<file path="src/bbra_pkg.sv">
package bbra_pkg;

	localparam int FIELD_BITS = 32;

	typedef struct packed {
		logic [FIELD_BITS-1:0] value_num;
		logic [FIELD_BITS-1:0] value_den;
	} oper_t;

	typedef struct packed {
		logic [FIELD_BITS-1:0] approx_num;
		logic [FIELD_BITS-1:0] approx_den;
		logic                  bad_operands;
	} result_t;

	// request to the shared shift/add unit
	typedef struct packed {
		logic start;
		logic div;
	} unit_ctl_t;

	localparam logic UNIT_MUL = 1'b0;
	localparam logic UNIT_DIV = 1'b1;

endpackage

</file>
<file path="src/bbra_unit.sv">
module bbra_unit #(
	parameter int W = 32
) (
	input  logic                 clk,
	input  logic                 arst_n,
	input  bbra_pkg::unit_ctl_t  ctl,
	input  logic [2*W-1:0]       op_a,
	input  logic [W-1:0]         op_b,
	output logic                 done,
	output logic [3*W-1:0]       prod,
	output logic [W-1:0]         quot,
	output logic [W-1:0]         rem
);
	import bbra_pkg::*;

	localparam int CW = $clog2(W + 1);

	logic [2*W:0]   hi_q;
	logic [W-1:0]   lo_q;
	logic [2*W-1:0] a_q;
	logic           div_q;
	logic           run_q;
	logic           done_q;
	logic [CW-1:0]  cnt_q;

	logic [2*W:0]   x;
	logic [2*W:0]   y;
	logic [2*W+1:0] sum;
	logic           ge;
	logic [3*W:0]   whole;

	// one adder: add the multiplicand, or subtract the divisor
	always_comb begin
		x = div_q ? {hi_q[2*W-1:0], lo_q[W-1]} : hi_q;
		if (div_q == UNIT_DIV) begin
			y = ~{1'b0, a_q};
		end else begin
			y = lo_q[0] ? {1'b0, a_q} : '0;
		end
		sum = {1'b0, x} + {1'b0, y} + (2*W+2)'(div_q);
		ge = sum[2*W+1];
		whole = {hi_q, lo_q};
	end

	always_ff @(posedge clk or negedge arst_n) begin
		if (!arst_n) begin
			run_q <= 1'b0;
			done_q <= 1'b0;
			cnt_q <= '0;
		end else begin
			done_q <= 1'b0;
			if (ctl.start) begin
				run_q <= 1'b1;
				cnt_q <= CW'(W);
			end else if (run_q) begin
				cnt_q <= cnt_q - 1'b1;
				if (cnt_q == CW'(1)) begin
					run_q <= 1'b0;
					done_q <= 1'b1;
				end
			end
		end
	end

	always_ff @(posedge clk) begin
		if (ctl.start) begin
			div_q <= ctl.div;
			hi_q <= '0;
			if (ctl.div == UNIT_DIV) begin
				a_q <= {{W{1'b0}}, op_b};
				lo_q <= op_a[W-1:0];
			end else begin
				a_q <= op_a;
				lo_q <= op_b;
			end
		end else if (run_q) begin
			if (div_q == UNIT_DIV) begin
				if (ge) begin
					hi_q <= sum[2*W:0];
					lo_q <= {lo_q[W-2:0], 1'b1};
				end else begin
					hi_q <= x;
					lo_q <= {lo_q[W-2:0], 1'b0};
				end
			end else begin
				hi_q <= {1'b0, sum[2*W:1]};
				lo_q <= {sum[0], lo_q[W-1:1]};
			end
		end
	end

	assign done = done_q;
	assign prod = whole[3*W-1:0];
	assign quot = lo_q;
	assign rem  = hi_q[W-1:0];

endmodule

</file>
<file path="src/bounded_best_rational_approx_core.sv">
// Bounded best rational approximation.
// Program limit_den (address 0) and limit_num (address 4) over the APB port
// while the core is idle; 0 means unlimited. Pulse start with a fraction on
// operand while busy is low; the transfer happens at that edge. One result
// comes back on result, valid for exactly one cycle while done is high.
// Zero denominators and both-limits-unlimited answer 0/0 with bad_operands
// set in the cycle after start.
// One shift/add unit does every multiply and divide. The integer part
// takes one divide and each further continued-fraction term one divide and
// two multiplies; the final bounding step adds up to two divides and eight
// multiplies.
// Throughput: one item at a time; busy stays high until the result.
// The receiver cannot stall: results are shown once and not held.
// Reset clears both limits and returns the core to idle.
module bounded_best_rational_approx_core #(
	parameter int VALUE_BITS = 32
) (
	input  logic              clk,
	input  logic              arst_n,
	input  logic              start,
	output logic              busy,
	input  bbra_pkg::oper_t   operand,
	output logic              done,
	output bbra_pkg::result_t result,
	input  logic              psel,
	input  logic              penable,
	input  logic              pwrite,
	input  logic [2:0]        paddr,
	input  logic [31:0]       pwdata,
	output logic [31:0]       prdata,
	output logic              pready
);
	import bbra_pkg::*;

	localparam int W = VALUE_BITS;

	localparam logic [4:0] S_IDLE  = 5'd0;
	localparam logic [4:0] S_DIV0  = 5'd1;
	localparam logic [4:0] S_CHECK = 5'd2;
	localparam logic [4:0] S_DIV   = 5'd3;
	localparam logic [4:0] S_MN    = 5'd4;
	localparam logic [4:0] S_MD    = 5'd5;
	localparam logic [4:0] S_FIN   = 5'd6;
	localparam logic [4:0] S_LD    = 5'd7;
	localparam logic [4:0] S_LN    = 5'd8;
	localparam logic [4:0] S_LIM   = 5'd9;
	localparam logic [4:0] S_SN    = 5'd10;
	localparam logic [4:0] S_SD    = 5'd11;
	localparam logic [4:0] S_F1    = 5'd12;
	localparam logic [4:0] S_F2    = 5'd13;
	localparam logic [4:0] S_F3    = 5'd14;
	localparam logic [4:0] S_F4    = 5'd15;
	localparam logic [4:0] S_F5    = 5'd16;
	localparam logic [4:0] S_F6    = 5'd17;

	localparam logic [W-1:0] MAXV = {W{1'b1}};

	logic [31:0] limit_den_q, limit_num_q;
	logic [4:0]  state_q;
	logic        iss_q;
	logic        done_q;
	logic        bad_q;

	logic [W-1:0] vn_q, vd_q, dm_q, nm_q;
	logic [W-1:0] dv_q, rr_q, a_q;
	logic [W-1:0] cur_n_q, cur_d_q, prev_n_q, prev_d_q;
	logic [W-1:0] u_q, t_q;
	logic         ov_q;
	logic [W-1:0] ld_q, ln_q, l_q, sn_q, sd_q;
	logic [2*W-1:0] t1_q, t2_q;
	logic [3*W-1:0] es_q;
	logic [W-1:0] res_n_q, res_d_q;

	logic [W-1:0] lim_d, lim_n, dm_n, nm_n, vn_in, vd_in;
	logic         accept, in_bad;

	unit_ctl_t      u_ctl;
	logic [2*W-1:0] u_a;
	logic [W-1:0]   u_b;
	logic           u_need;
	logic           u_done;
	logic [3*W-1:0] u_prod;
	logic [W-1:0]   u_quot, u_rem;

	logic [W:0]     madd;
	logic           mov;
	logic [2*W-1:0] adiff;
	logic           ld_ok, ln_ok;
	logic [W-1:0]   lmin, half;
	logic [W:0]     ceil_half;

	bbra_unit #(.W(W)) u_unit (
		.clk    (clk),
		.arst_n (arst_n),
		.ctl    (u_ctl),
		.op_a   (u_a),
		.op_b   (u_b),
		.done   (u_done),
		.prod   (u_prod),
		.quot   (u_quot),
		.rem    (u_rem)
	);

	always_comb begin
		lim_d = W'(limit_den_q);
		lim_n = W'(limit_num_q);
		dm_n = (lim_d == '0) ? MAXV : lim_d;
		nm_n = (lim_n == '0) ? MAXV : lim_n;
		vn_in = W'(operand.value_num);
		vd_in = W'(operand.value_den);
		accept = start && !busy;
		in_bad = (vd_in == '0) || ((dm_n == MAXV) && (nm_n == MAXV));

		ld_ok = (cur_d_q != '0) && (dm_q >= prev_d_q);
		ln_ok = (cur_n_q != '0) && (nm_q >= prev_n_q);
		lmin = (ln_q < ld_q) ? ln_q : ld_q;
		if (lmin > a_q) lmin = a_q;
		half = a_q >> 1;
		ceil_half = {1'b0, half} + (W+1)'(a_q[0]);

		// low word of the product plus the previous convergent term
		madd = {1'b0, u_prod[W-1:0]}
			+ {1'b0, (state_q == S_MN) ? prev_n_q :
			         (state_q == S_MD) ? prev_d_q :
			         (state_q == S_SN) ? prev_n_q : prev_d_q};
		mov = (u_prod[2*W-1:W] != '0) || madd[W];
		adiff = (t1_q >= u_prod[2*W-1:0]) ? t1_q - u_prod[2*W-1:0]
		                                  : u_prod[2*W-1:0] - t1_q;
		if (state_q == S_F4) begin
			adiff = (t2_q >= u_prod[2*W-1:0]) ? t2_q - u_prod[2*W-1:0]
			                                  : u_prod[2*W-1:0] - t2_q;
		end

		u_need = 1'b1;
		u_ctl.div = UNIT_MUL;
		u_a = '0;
		u_b = '0;
		case (state_q)
			S_DIV0: begin u_ctl.div = UNIT_DIV; u_a = {{W{1'b0}}, vn_q}; u_b = vd_q; end
			S_DIV:  begin u_ctl.div = UNIT_DIV; u_a = {{W{1'b0}}, dv_q}; u_b = rr_q; end
			S_MN:   begin u_a = {{W{1'b0}}, a_q}; u_b = cur_n_q; end
			S_MD:   begin u_a = {{W{1'b0}}, a_q}; u_b = cur_d_q; end
			S_LD: begin
				u_ctl.div = UNIT_DIV;
				u_a = {{W{1'b0}}, dm_q - prev_d_q};
				u_b = cur_d_q;
				u_need = ld_ok;
			end
			S_LN: begin
				u_ctl.div = UNIT_DIV;
				u_a = {{W{1'b0}}, nm_q - prev_n_q};
				u_b = cur_n_q;
				u_need = ln_ok;
			end
			S_SN:   begin u_a = {{W{1'b0}}, l_q}; u_b = cur_n_q; end
			S_SD:   begin u_a = {{W{1'b0}}, l_q}; u_b = cur_d_q; end
			S_F1:   begin u_a = {{W{1'b0}}, vn_q}; u_b = sd_q; end
			S_F2:   begin u_a = {{W{1'b0}}, sn_q}; u_b = vd_q; end
			S_F3:   begin u_a = {{W{1'b0}}, vn_q}; u_b = cur_d_q; end
			S_F4:   begin u_a = {{W{1'b0}}, cur_n_q}; u_b = vd_q; end
			S_F5:   begin u_a = t1_q; u_b = cur_d_q; end
			S_F6:   begin u_a = t2_q; u_b = sd_q; end
			default: u_need = 1'b0;
		endcase
		u_ctl.start = u_need && !iss_q;
	end

	// configuration port
	always_ff @(posedge clk or negedge arst_n) begin
		if (!arst_n) begin
			limit_den_q <= '0;
			limit_num_q <= '0;
		end else if (psel && penable && pwrite) begin
			if (paddr[2]) begin
				limit_num_q <= pwdata;
			end else begin
				limit_den_q <= pwdata;
			end
		end
	end

	assign prdata = paddr[2] ? limit_num_q : limit_den_q;
	assign pready = 1'b1;

	// sequencer control
	always_ff @(posedge clk or negedge arst_n) begin
		if (!arst_n) begin
			state_q <= S_IDLE;
			iss_q <= 1'b0;
			done_q <= 1'b0;
		end else begin
			done_q <= 1'b0;
			if (u_ctl.start) begin
				iss_q <= 1'b1;
			end else if (u_done) begin
				iss_q <= 1'b0;
			end
			case (state_q)
				S_IDLE: begin
					if (accept) begin
						if (in_bad) begin
							done_q <= 1'b1;
						end else begin
							state_q <= S_DIV0;
						end
					end
				end
				S_DIV0: if (u_done) state_q <= S_CHECK;
				S_CHECK: begin
					if (ov_q || t_q > dm_q || u_q > nm_q || rr_q == '0) begin
						state_q <= S_FIN;
					end else begin
						state_q <= S_DIV;
					end
				end
				S_DIV: if (u_done) state_q <= S_MN;
				S_MN:  if (u_done) state_q <= S_MD;
				S_MD:  if (u_done) state_q <= S_CHECK;
				S_FIN: begin
					if (a_q == '0) begin
						state_q <= S_IDLE;
						done_q <= 1'b1;
					end else begin
						state_q <= S_LD;
					end
				end
				S_LD: if (u_done || !ld_ok) state_q <= S_LN;
				S_LN: if (u_done || !ln_ok) state_q <= S_LIM;
				S_LIM: begin
					if ({1'b0, lmin} < ceil_half) begin
						state_q <= S_IDLE;
						done_q <= 1'b1;
					end else begin
						state_q <= S_SN;
					end
				end
				S_SN: if (u_done) state_q <= S_SD;
				S_SD: begin
					if (u_done) begin
						if (l_q == half) begin
							state_q <= S_F1;
						end else begin
							state_q <= S_IDLE;
							done_q <= 1'b1;
						end
					end
				end
				S_F1: if (u_done) state_q <= S_F2;
				S_F2: if (u_done) state_q <= S_F3;
				S_F3: if (u_done) state_q <= S_F4;
				S_F4: if (u_done) state_q <= S_F5;
				S_F5: if (u_done) state_q <= S_F6;
				S_F6: begin
					if (u_done) begin
						state_q <= S_IDLE;
						done_q <= 1'b1;
					end
				end
				default: state_q <= S_IDLE;
			endcase
		end
	end

	// datapath
	always_ff @(posedge clk) begin
		case (state_q)
			S_IDLE: begin
				if (accept) begin
					vn_q <= vn_in;
					vd_q <= vd_in;
					dm_q <= dm_n;
					nm_q <= nm_n;
					cur_n_q <= W'(1);
					cur_d_q <= '0;
					prev_n_q <= '0;
					prev_d_q <= W'(1);
					ov_q <= 1'b0;
					res_n_q <= '0;
					res_d_q <= '0;
					bad_q <= in_bad;
				end
			end
			S_DIV0: begin
				if (u_done) begin
					a_q <= u_quot;
					rr_q <= u_rem;
					dv_q <= vd_q;
					u_q <= u_quot;
					t_q <= W'(1);
				end
			end
			S_CHECK: begin
				if (!(ov_q || t_q > dm_q || u_q > nm_q)) begin
					// take the candidate as the latest convergent
					prev_n_q <= cur_n_q;
					prev_d_q <= cur_d_q;
					cur_n_q <= u_q;
					cur_d_q <= t_q;
					if (rr_q == '0) a_q <= '0;
				end
			end
			S_DIV: begin
				if (u_done) begin
					a_q <= u_quot;
					dv_q <= rr_q;
					rr_q <= u_rem;
				end
			end
			S_MN: begin
				if (u_done) begin
					u_q <= madd[W-1:0];
					ov_q <= mov;
				end
			end
			S_MD: begin
				if (u_done) begin
					t_q <= madd[W-1:0];
					ov_q <= ov_q || mov;
				end
			end
			S_FIN: begin
				res_n_q <= cur_n_q;
				res_d_q <= cur_d_q;
			end
			S_LD: begin
				if (!ld_ok) ld_q <= MAXV;
				else if (u_done) ld_q <= u_quot;
			end
			S_LN: begin
				if (!ln_ok) ln_q <= MAXV;
				else if (u_done) ln_q <= u_quot;
			end
			S_LIM: l_q <= lmin;
			S_SN: if (u_done) sn_q <= madd[W-1:0];
			S_SD: begin
				if (u_done) begin
					sd_q <= madd[W-1:0];
					if (l_q != half) begin
						res_n_q <= sn_q;
						res_d_q <= madd[W-1:0];
					end
				end
			end
			S_F1: if (u_done) t1_q <= u_prod[2*W-1:0];
			S_F2: if (u_done) t1_q <= adiff;
			S_F3: if (u_done) t2_q <= u_prod[2*W-1:0];
			S_F4: if (u_done) t2_q <= adiff;
			S_F5: if (u_done) es_q <= u_prod;
			S_F6: begin
				// keep the convergent when the semiconvergent is farther
				if (u_done && !(es_q > u_prod)) begin
					res_n_q <= sn_q;
					res_d_q <= sd_q;
				end
			end
			default: ;
		endcase
	end

	assign busy = (state_q != S_IDLE);
	assign done = done_q;
	assign result.approx_num = 32'(res_n_q);
	assign result.approx_den = 32'(res_d_q);
	assign result.bad_operands = bad_q;

	a_done_idle: assert property (@(posedge clk) disable iff (!arst_n)
		done |-> !busy)
		else $error("result strobe while sequencer busy");

	a_bad_zero: assert property (@(posedge clk) disable iff (!arst_n)
		done && result.bad_operands |-> result.approx_num == 32'd0 &&
			result.approx_den == 32'd0)
		else $error("error result carries a nonzero fraction");

	a_zero_den: assert property (@(posedge clk) disable iff (!arst_n)
		start && !busy && operand.value_den == 32'd0 |=> done && result.bad_operands)
		else $error("zero denominator not flagged at once");

	a_unit_idle: assert property (@(posedge clk) disable iff (!arst_n)
		!busy |-> !u_ctl.start)
		else $error("arithmetic unit started while idle");

endmodule

</file>
<file path="config.mk">
export PLATFORM = sky130hd
export DESIGN_NAME = bounded_best_rational_approx_core
export DESIGN_NICKNAME = d
export VERILOG_FILES = /design/src/bbra_pkg.sv /design/src/bbra_unit.sv /design/src/bounded_best_rational_approx_core.sv
export SDC_FILE = /design/constraint.sdc
export NUM_CORES = 2
export LEC_CHECK = 0
export BUFFER_PORTS_ARGS = -buffer_cell sky130_fd_sc_hd__buf_4
export CAP_MARGIN = 20
export CORE_ASPECT_RATIO = 0.5
export CORE_MARGIN = 3
export CORE_UTILIZATION = 50
export CTS_BUF_LIST = sky130_fd_sc_hd__clkbuf_4
export DETAILED_ROUTE_END_ITERATION = 10
export PLACE_DENSITY = 0.72
export SLEW_MARGIN = 0
export SYNTH_ARGS = -nofsm -noshare
export SYNTH_HDL_FRONTEND = slang
export SYNTH_SLANG_ARGS = --single-unit
</file>
<file path="constraint.sdc">
create_clock -name clk -period 8.48 [get_ports clk]
set_input_delay 0.848 -clock clk [delete_from_list [all_inputs] [get_ports clk]]
set_output_delay 0.848 -clock clk [all_outputs]
set_load 0.05 [all_outputs]
</file>
# Word level (Yosys, flattened, before mapping)
# Index checks and enable logic that the tools add are counted.
dict set report word_totals {
  reg_bits 1107
}
dict set report op_classes {
  muxes 101
  n_bitwise 2
  n_reduce_logical 72
  n_eq_ne 46
  order_cmp 10
  n_addsub 11
}
# cell n
set op_table {}
lappend op_table {{2-to-1 mux 32 bit} 32}
lappend op_table {{one-hot mux 64 bit (10 select lines)} 1}
lappend op_table {{one-hot mux 32 bit (2 select lines)} 8}
lappend op_table {{2-to-1 mux 64 bit} 6}
lappend op_table {{2-to-1 mux 65 bit} 4}
lappend op_table {{one-hot mux 32 bit (4 select lines)} 2}
lappend op_table {{one-hot mux 64 bit (2 select lines)} 2}
lappend op_table {{subtractor 64 bit} 4}
lappend op_table {{zero test 32 bit} 5}
lappend op_table {{one-hot mux 32 bit (5 select lines)} 1}
lappend op_table {{>= comparator 64 bit} 2}
lappend op_table {{> comparator 32 bit} 3}
lappend op_table {{> comparator 96 bit} 1}
lappend op_table {{nonzero test 32 bit} 3}
lappend op_table {{one-hot mux 5 bit (17 select lines)} 1}
lappend op_table {{2-to-1 mux 5 bit} 15}
lappend op_table {{adder 65 x 65 -> 66 bit} 1}
lappend op_table {{adder 66 x 1 -> 66 bit} 1}
lappend op_table {{inverter 64 -> 65 bit} 1}
lappend op_table {{equality test 32 bit (second input constant)} 2}
lappend op_table {{>= comparator 32 bit} 2}
lappend op_table {{< comparator 32 bit} 2}
lappend op_table {{subtractor 32 bit} 2}
lappend op_table {{equality test 5 x 4 -> 1 bit (second input constant)} 8}
lappend op_table {{37 further kinds} 133}

# Logic depth before layout (Yosys ltp)
dict set report depth {
  word_depth 9
  mapped_depth 33
  mapped_depth_nobuf 31
}

# Hierarchy
# A second synthesis with hierarchy kept.
dict set report hier_totals {
  cells_unflattened 8577
  area_unflattened_um2 80997.7
}
# mod instances area_each_um2 seq_area_each_um2 cells_each
set modules_own_cells {}
lappend modules_own_cells {bounded_best_rational_approx_core 1 66423.7 27781.6 6861}
lappend modules_own_cells {bbra_unit 1 14574.0 4414.2 1716}

# Worst setup path before layout
# OpenSTA, ideal clock, no wires.
dict set report synth_path {
  path_kind {register to register}
  from {register ln_q[31]}
  to {register state_q[3]}
  path_buffers 2
  setup_time_ps 125
  arrival_time_ps 6306
  setup_slack_ps 2050
  stages_incl_launch_ff 31
  cell_sequence {edfxtp_1 -> ha_1 -> nand4_1 -> nor4_1 -> o2111ai_1 -> o211ai_1 -> clkbuf_1 -> mux2_2 -> ha_1 -> nor2b_1 -> o21a_1 -> o21a_1 -> o21ai_0 -> o211ai_1 -> a221o_1 -> o21ai_1 -> clkbuf_1 -> mux2_2 -> ha_1 -> a21o_1 -> a21oi_1 -> nor2b_1 -> o21ai_0 -> nand2b_1 -> a21oi_1 -> o21ai_0 -> a21oi_1 -> o21ai_1 -> o21ai_0 -> a21oi_1 -> mux2_2}
}
dict set report synth_between {
  elab_chain_cells 7
}
# element line
set synth_lines {}
lappend synth_lines {{from (decl)} bounded_best_rational_approx_core.sv:69} ;# logic [W-1:0] ld_q, ln_q, l_q, sn_q, sd_q;
lappend synth_lines {{from (signal assigned)} bounded_best_rational_approx_core.sv:331} ;# else if (u_done) ln_q <= u_quot;
lappend synth_lines {{< comparator 32 bit} bounded_best_rational_approx_core.sv:116} ;# lmin = (ln_q < ld_q) ? ln_q : ld_q;
lappend synth_lines {{2-to-1 mux 32 bit *} bounded_best_rational_approx_core.sv:116}
lappend synth_lines {{> comparator 32 bit} bounded_best_rational_approx_core.sv:117} ;# if (lmin > a_q) lmin = a_q;
lappend synth_lines {{2-to-1 mux 32 bit *} bounded_best_rational_approx_core.sv:117}
lappend synth_lines {{net lmin[9]} bounded_best_rational_approx_core.sv:89} ;# logic [W-1:0] lmin, half;
lappend synth_lines {{< comparator 32 bit *} bounded_best_rational_approx_core.sv:230} ;# if ({1'b0, lmin} < ceil_half) begin
lappend synth_lines {{2-to-1 mux 4 bit *} bounded_best_rational_approx_core.sv:230}
lappend synth_lines {{one-hot mux 5 bit (17 select lines) *} bounded_best_rational_approx_core.sv:198} ;# case (state_q)
lappend synth_lines {{to (signal assigned)} bounded_best_rational_approx_core.sv:204} ;# state_q <= S_DIV0;
lappend synth_lines {{to (signal assigned)} bounded_best_rational_approx_core.sv:231} ;# state_q <= S_IDLE;
lappend synth_lines {{to (signal assigned)} bounded_best_rational_approx_core.sv:234} ;# state_q <= S_SN;
lappend synth_lines {{to (decl)} bounded_best_rational_approx_core.sv:59} ;# logic [4:0] state_q;
# Mark *: on every way through the listed nets, which the timed path passes. The rest lies on a longest branch.
# A chain may end at the register's enable or synchronous reset.

# Worst setup path in the final report
dict set report layout_path {
  from {register ln_q[26]}
  to {register done_q, in the netlist done}
}
dict set report layout_between {
  elab_chain_cells 7
}
# element line
set layout_lines {}
lappend layout_lines {{< comparator 32 bit} bounded_best_rational_approx_core.sv:116}
lappend layout_lines {{2-to-1 mux 32 bit *} bounded_best_rational_approx_core.sv:116}
lappend layout_lines {{> comparator 32 bit} bounded_best_rational_approx_core.sv:117}
lappend layout_lines {{2-to-1 mux 32 bit *} bounded_best_rational_approx_core.sv:117}
lappend layout_lines {{net lmin[2]} bounded_best_rational_approx_core.sv:89}
lappend layout_lines {{< comparator 32 bit *} bounded_best_rational_approx_core.sv:230}
lappend layout_lines {{2-to-1 mux 1 bit *} bounded_best_rational_approx_core.sv:230}
lappend layout_lines {{one-hot mux 1 bit (5 select lines) *} bounded_best_rational_approx_core.sv:198}
lappend layout_lines {{to (signal assigned)} bounded_best_rational_approx_core.sv:202} ;# done_q <= 1'b1;
lappend layout_lines {{to (signal assigned)} bounded_best_rational_approx_core.sv:232} ;# done_q <= 1'b1;
lappend layout_lines {{to (signal assigned)} bounded_best_rational_approx_core.sv:244} ;# done_q <= 1'b1;
lappend layout_lines {{to (decl)} bounded_best_rational_approx_core.sv:61} ;# logic done_q;
# Marks and branches as above.

==> results.md <==
- Post-detail-place hpwl: 276 mm
- Initial antenna violation count: 32
- R2R cell count: 29
- Crit end category: register
- Clock Latency Late Sink: 1.21 ns
- Final Cell Area: 87,600 sq um
- Post-synth EDFFs: 963
- Synth async-reset ratio: 7.14%
- Worst clock skew: 0.159 ns
- H-tree levels: 5
- Worst path required time: 9.55 ns
- P&R area growth vs syn: 11.1%
- Die area: 163,000 sq um
- Post-synth net total: 9,185
- Setup TNS: 0 ns
- CTS tree: yes
- Max-Cap Viols: 0
- Buf/Inv on CP: 2
- Leading area contributor after synthesis: edfxtp_1
- Setup violators final: 0
- Leading post-synthesis cells by cell area: edfxtp_1 37%, ha_1 11%, a21oi_1 4.6%
- End of the worst register-to-register path: done
- Clock tree root driver cell: clkbuf_4
- Failing checks: DRC, slew limit
- Total CTS buffers: 283
- Post-synth top cells: 963 x edfxtp_1, 842 x nand2_1, 728 x a21oi_1
- Syn Std Cell Area: 78,900 sq um
- Core ar.: 156,000 sq um
- R2r setup slk: 0.72 ns
- Leak: 36.0 nW
- Hold Path Stages: 5
- CP startpoint kind: register
- Chip Width: 568 um
- Instance area at placement: 82,900 sq um
- Total power: 0.0351 W
- Min cycle time layout: 7.76 ns
- Final WL: 362 mm
- Outcome: finished, violations left
- Clock transition at path regs: 0.08 ns
- Synth Flop Type: edfxtp_1
- Arr. time, crit path: 8.82 ns
- Clk buf depth: 4
- Router iterations before antenna repair: 11
- Input/output buffers: 201
- Sequential element share of the synthesized area: 40.8%
- Pwr Density: 400 nW/um^2
- I/O pins: 205
- Vias in the first global route: 68,300
- Reg-to-Reg Start: ln_q[26]
- Worst-path fanout max: 21
- Initial DRC Count: 12,200
- Min-delay src: start
- Post-Syn Instances: 8,399
- Global-route wire length before repair: 503 mm
- Kind of critical path: register to register
- Worst hold path type: input port to register
- Final Slew Violations: 1
- Most frequent cell after synthesis: edfxtp_1
- Sink Count: 1,107
- Top cell type's share of synthesized area: 36.7%
- Row cnt: 102
- Setup ws final: 0.724 ns
- Via count: 74,000
- Grt ovf: 0
- Routability Congestion: 1.06
- Remaining antenna violation count after routing: 0
- Fmax: 0.129 GHz
- Layout cells sized above 1: 13.7%
- Largest net degree at the start of global routing: 171
- Worst slew pin tran: 1.55 ns
- Detailed-route wire length per cell: 32.8 um
- Register area: 32,200 sq um
- #FFs+latches synth: 1,107
- Critical Path Start: ln_q[26]
- Fill cell count: 14,200
- Drt via density: 6.71
- Synth cell types: 96
- Tcrit/Tclk final: 91.5%
- Rel. slew slack: -3.33%
- Pre-CTS worst setup slack: 0.979 ns
- Die Y: 287 um
- Total GRT Usage: 42.9%
- RSZ-0062 raised after global routing: false
- Synth warn: 0
- Mean area per synthesized cell: 9.39 sq um
- Setup Fix Bufs, Post-CTS: 0
- Starting density of the core: 50.6%
- Crit-path slowest cell: nor4_1
- Hold EP: state_q[4]
- DR DRC count: 20
- Net count, final: 9,505
- Top delay family on crit path: compound AO/OA/AOI/OAI gates
- Area taken by multi-input logic gates: 42,900 sq um
- Worst VDD drop: 0.204 mV
- Max incr delay on CP: 0.73 ns
- Hold Fails Final Rpt: 0
worst max-delay path by stage:
stage                 endpoint  slack [ns]  depth (start not counted)
global placement          done        1.09                         29
floorplan           state_q[3]        2.05                         30
CTS                 state_q[3]        0.91                         30
global route              done        0.33                         30
finish                    done        0.72                         29
detailed placement  state_q[3]        0.98                         30
placed cells by master (no fill, tap or decap), types with 99 or more instances in the layout:
| cell | instances |
|---|---|
| edfxtp_1 | 963 |
| nand2_1 | 840 |
| a21oi_1 | 722 |
| ha_1 | 672 |
| o21ai_0 | 614 |
| inv_1 | 561 |
| clkbuf_4 | 407 |
| buf_4 | 390 |
| nor2_1 | 370 |
| a21o_1 | 296 |
| mux2_2 | 211 |
| nand4_1 | 211 |
| xnor2_1 | 194 |
| and2_1 | 149 |
| o21bai_1 | 134 |
| xor2_1 | 127 |
| o21ai_1 | 125 |
| nand3_1 | 120 |
| nor3_1 | 113 |
| a22oi_1 | 105 |
| nor4_1 | 99 |
logic make-up (layout without fill, tap and decap cells):
| kind of cell | after synthesis | in the layout | synth area share, % |
|---|---|---|---|
| AND/OR/NAND/NOR | 2273 | 2273 | 13.9 |
| XOR/XNOR | 321 | 321 | 3.57 |
| flip-flops | 1107 | 1107 | 40.8 |
| buffers and inverters | 1026 | 1556 | 5.07 |
| adder cells (fa/ha/maj) | 681 | 681 | 10.9 |
| multiplexers | 277 | 277 | 3.85 |
| AO/OA/AOI/OAI | 2713 | 2713 | 21.9 |
| other | 1 | 24 | 0.00476 |
worst register-to-register path, delay by kind of cell, from the launching register on:
kind	cells	cell delay (ns)
AOI/OAI and AO/OA	15	3.36
adders and majority gates	3	0.80
and+or+nand+nor	7	1.59
DFF	1	0.40
buffers and inverters	2	0.75
muxes	2	0.79
where the power goes:
part | switching (W) | internal, W
clock | 0.00258 | 0.00252
sequential | 0.000898 | 0.00740
combinational | 0.0151 | 0.00661
total | 0.0186 | 0.0165
metal layers:
| layer | part of all wire [%] | wire length (um) | vias up | global-route usage, % |
|---|---|---|---|---|
| li1 | - | - | 32000 | - |
| met1 | 40 | 146000 | 35900 | 59.3 |
| met2 | 39 | 141000 | 5198 | 58.3 |
| met3 | 15 | 54700 | 896 | 16.5 |
| met4 | 5.7 | 20600 | 22 | 20.8 |
| met5 | 0.039 | 141 | - | 0 |
repair_timing:
| action | CTS | global route |
|---|---|---|
| hold buffers | 97 | 0 |
| hold endpoints to repair | 150 | 0 |
| gates resized for setup | 0 | 0 |
layout make-up:
type | count | share of cell area [%]
Antenna cell | 23 | 0.0657
Clock buffer | 406 | 3.48
Clock inverter | 89 | 0.731
Inverter | 566 | 2.44
Multi-Input combinational cell | 6266 | 49.0
Sequential cell | 1107 | 36.7
Tap cell | 2080 | 2.97
Timing Repair Buffer | 495 | 4.62
sequential cells by signal, indices dropped and copies added, names as in the netlist, 64 cells and up:
name,count
u_unit.hi_q,65
t1_q,64
es_q,96
t2_q,64
u_unit.a_q,64
per-stage QoR:
step                      std cells  util [%]  hold WS, ns
final                         11000      56.3        0.265
after global placement        10400      53.3        0.436
after global routing          11000      56.3        0.224
after CTS                     11000      56.2        0.157
after detailed placement      10400      53.3        0.443
after floorplan                8399         -        0.430
Power figures use the tool's default switching activity.
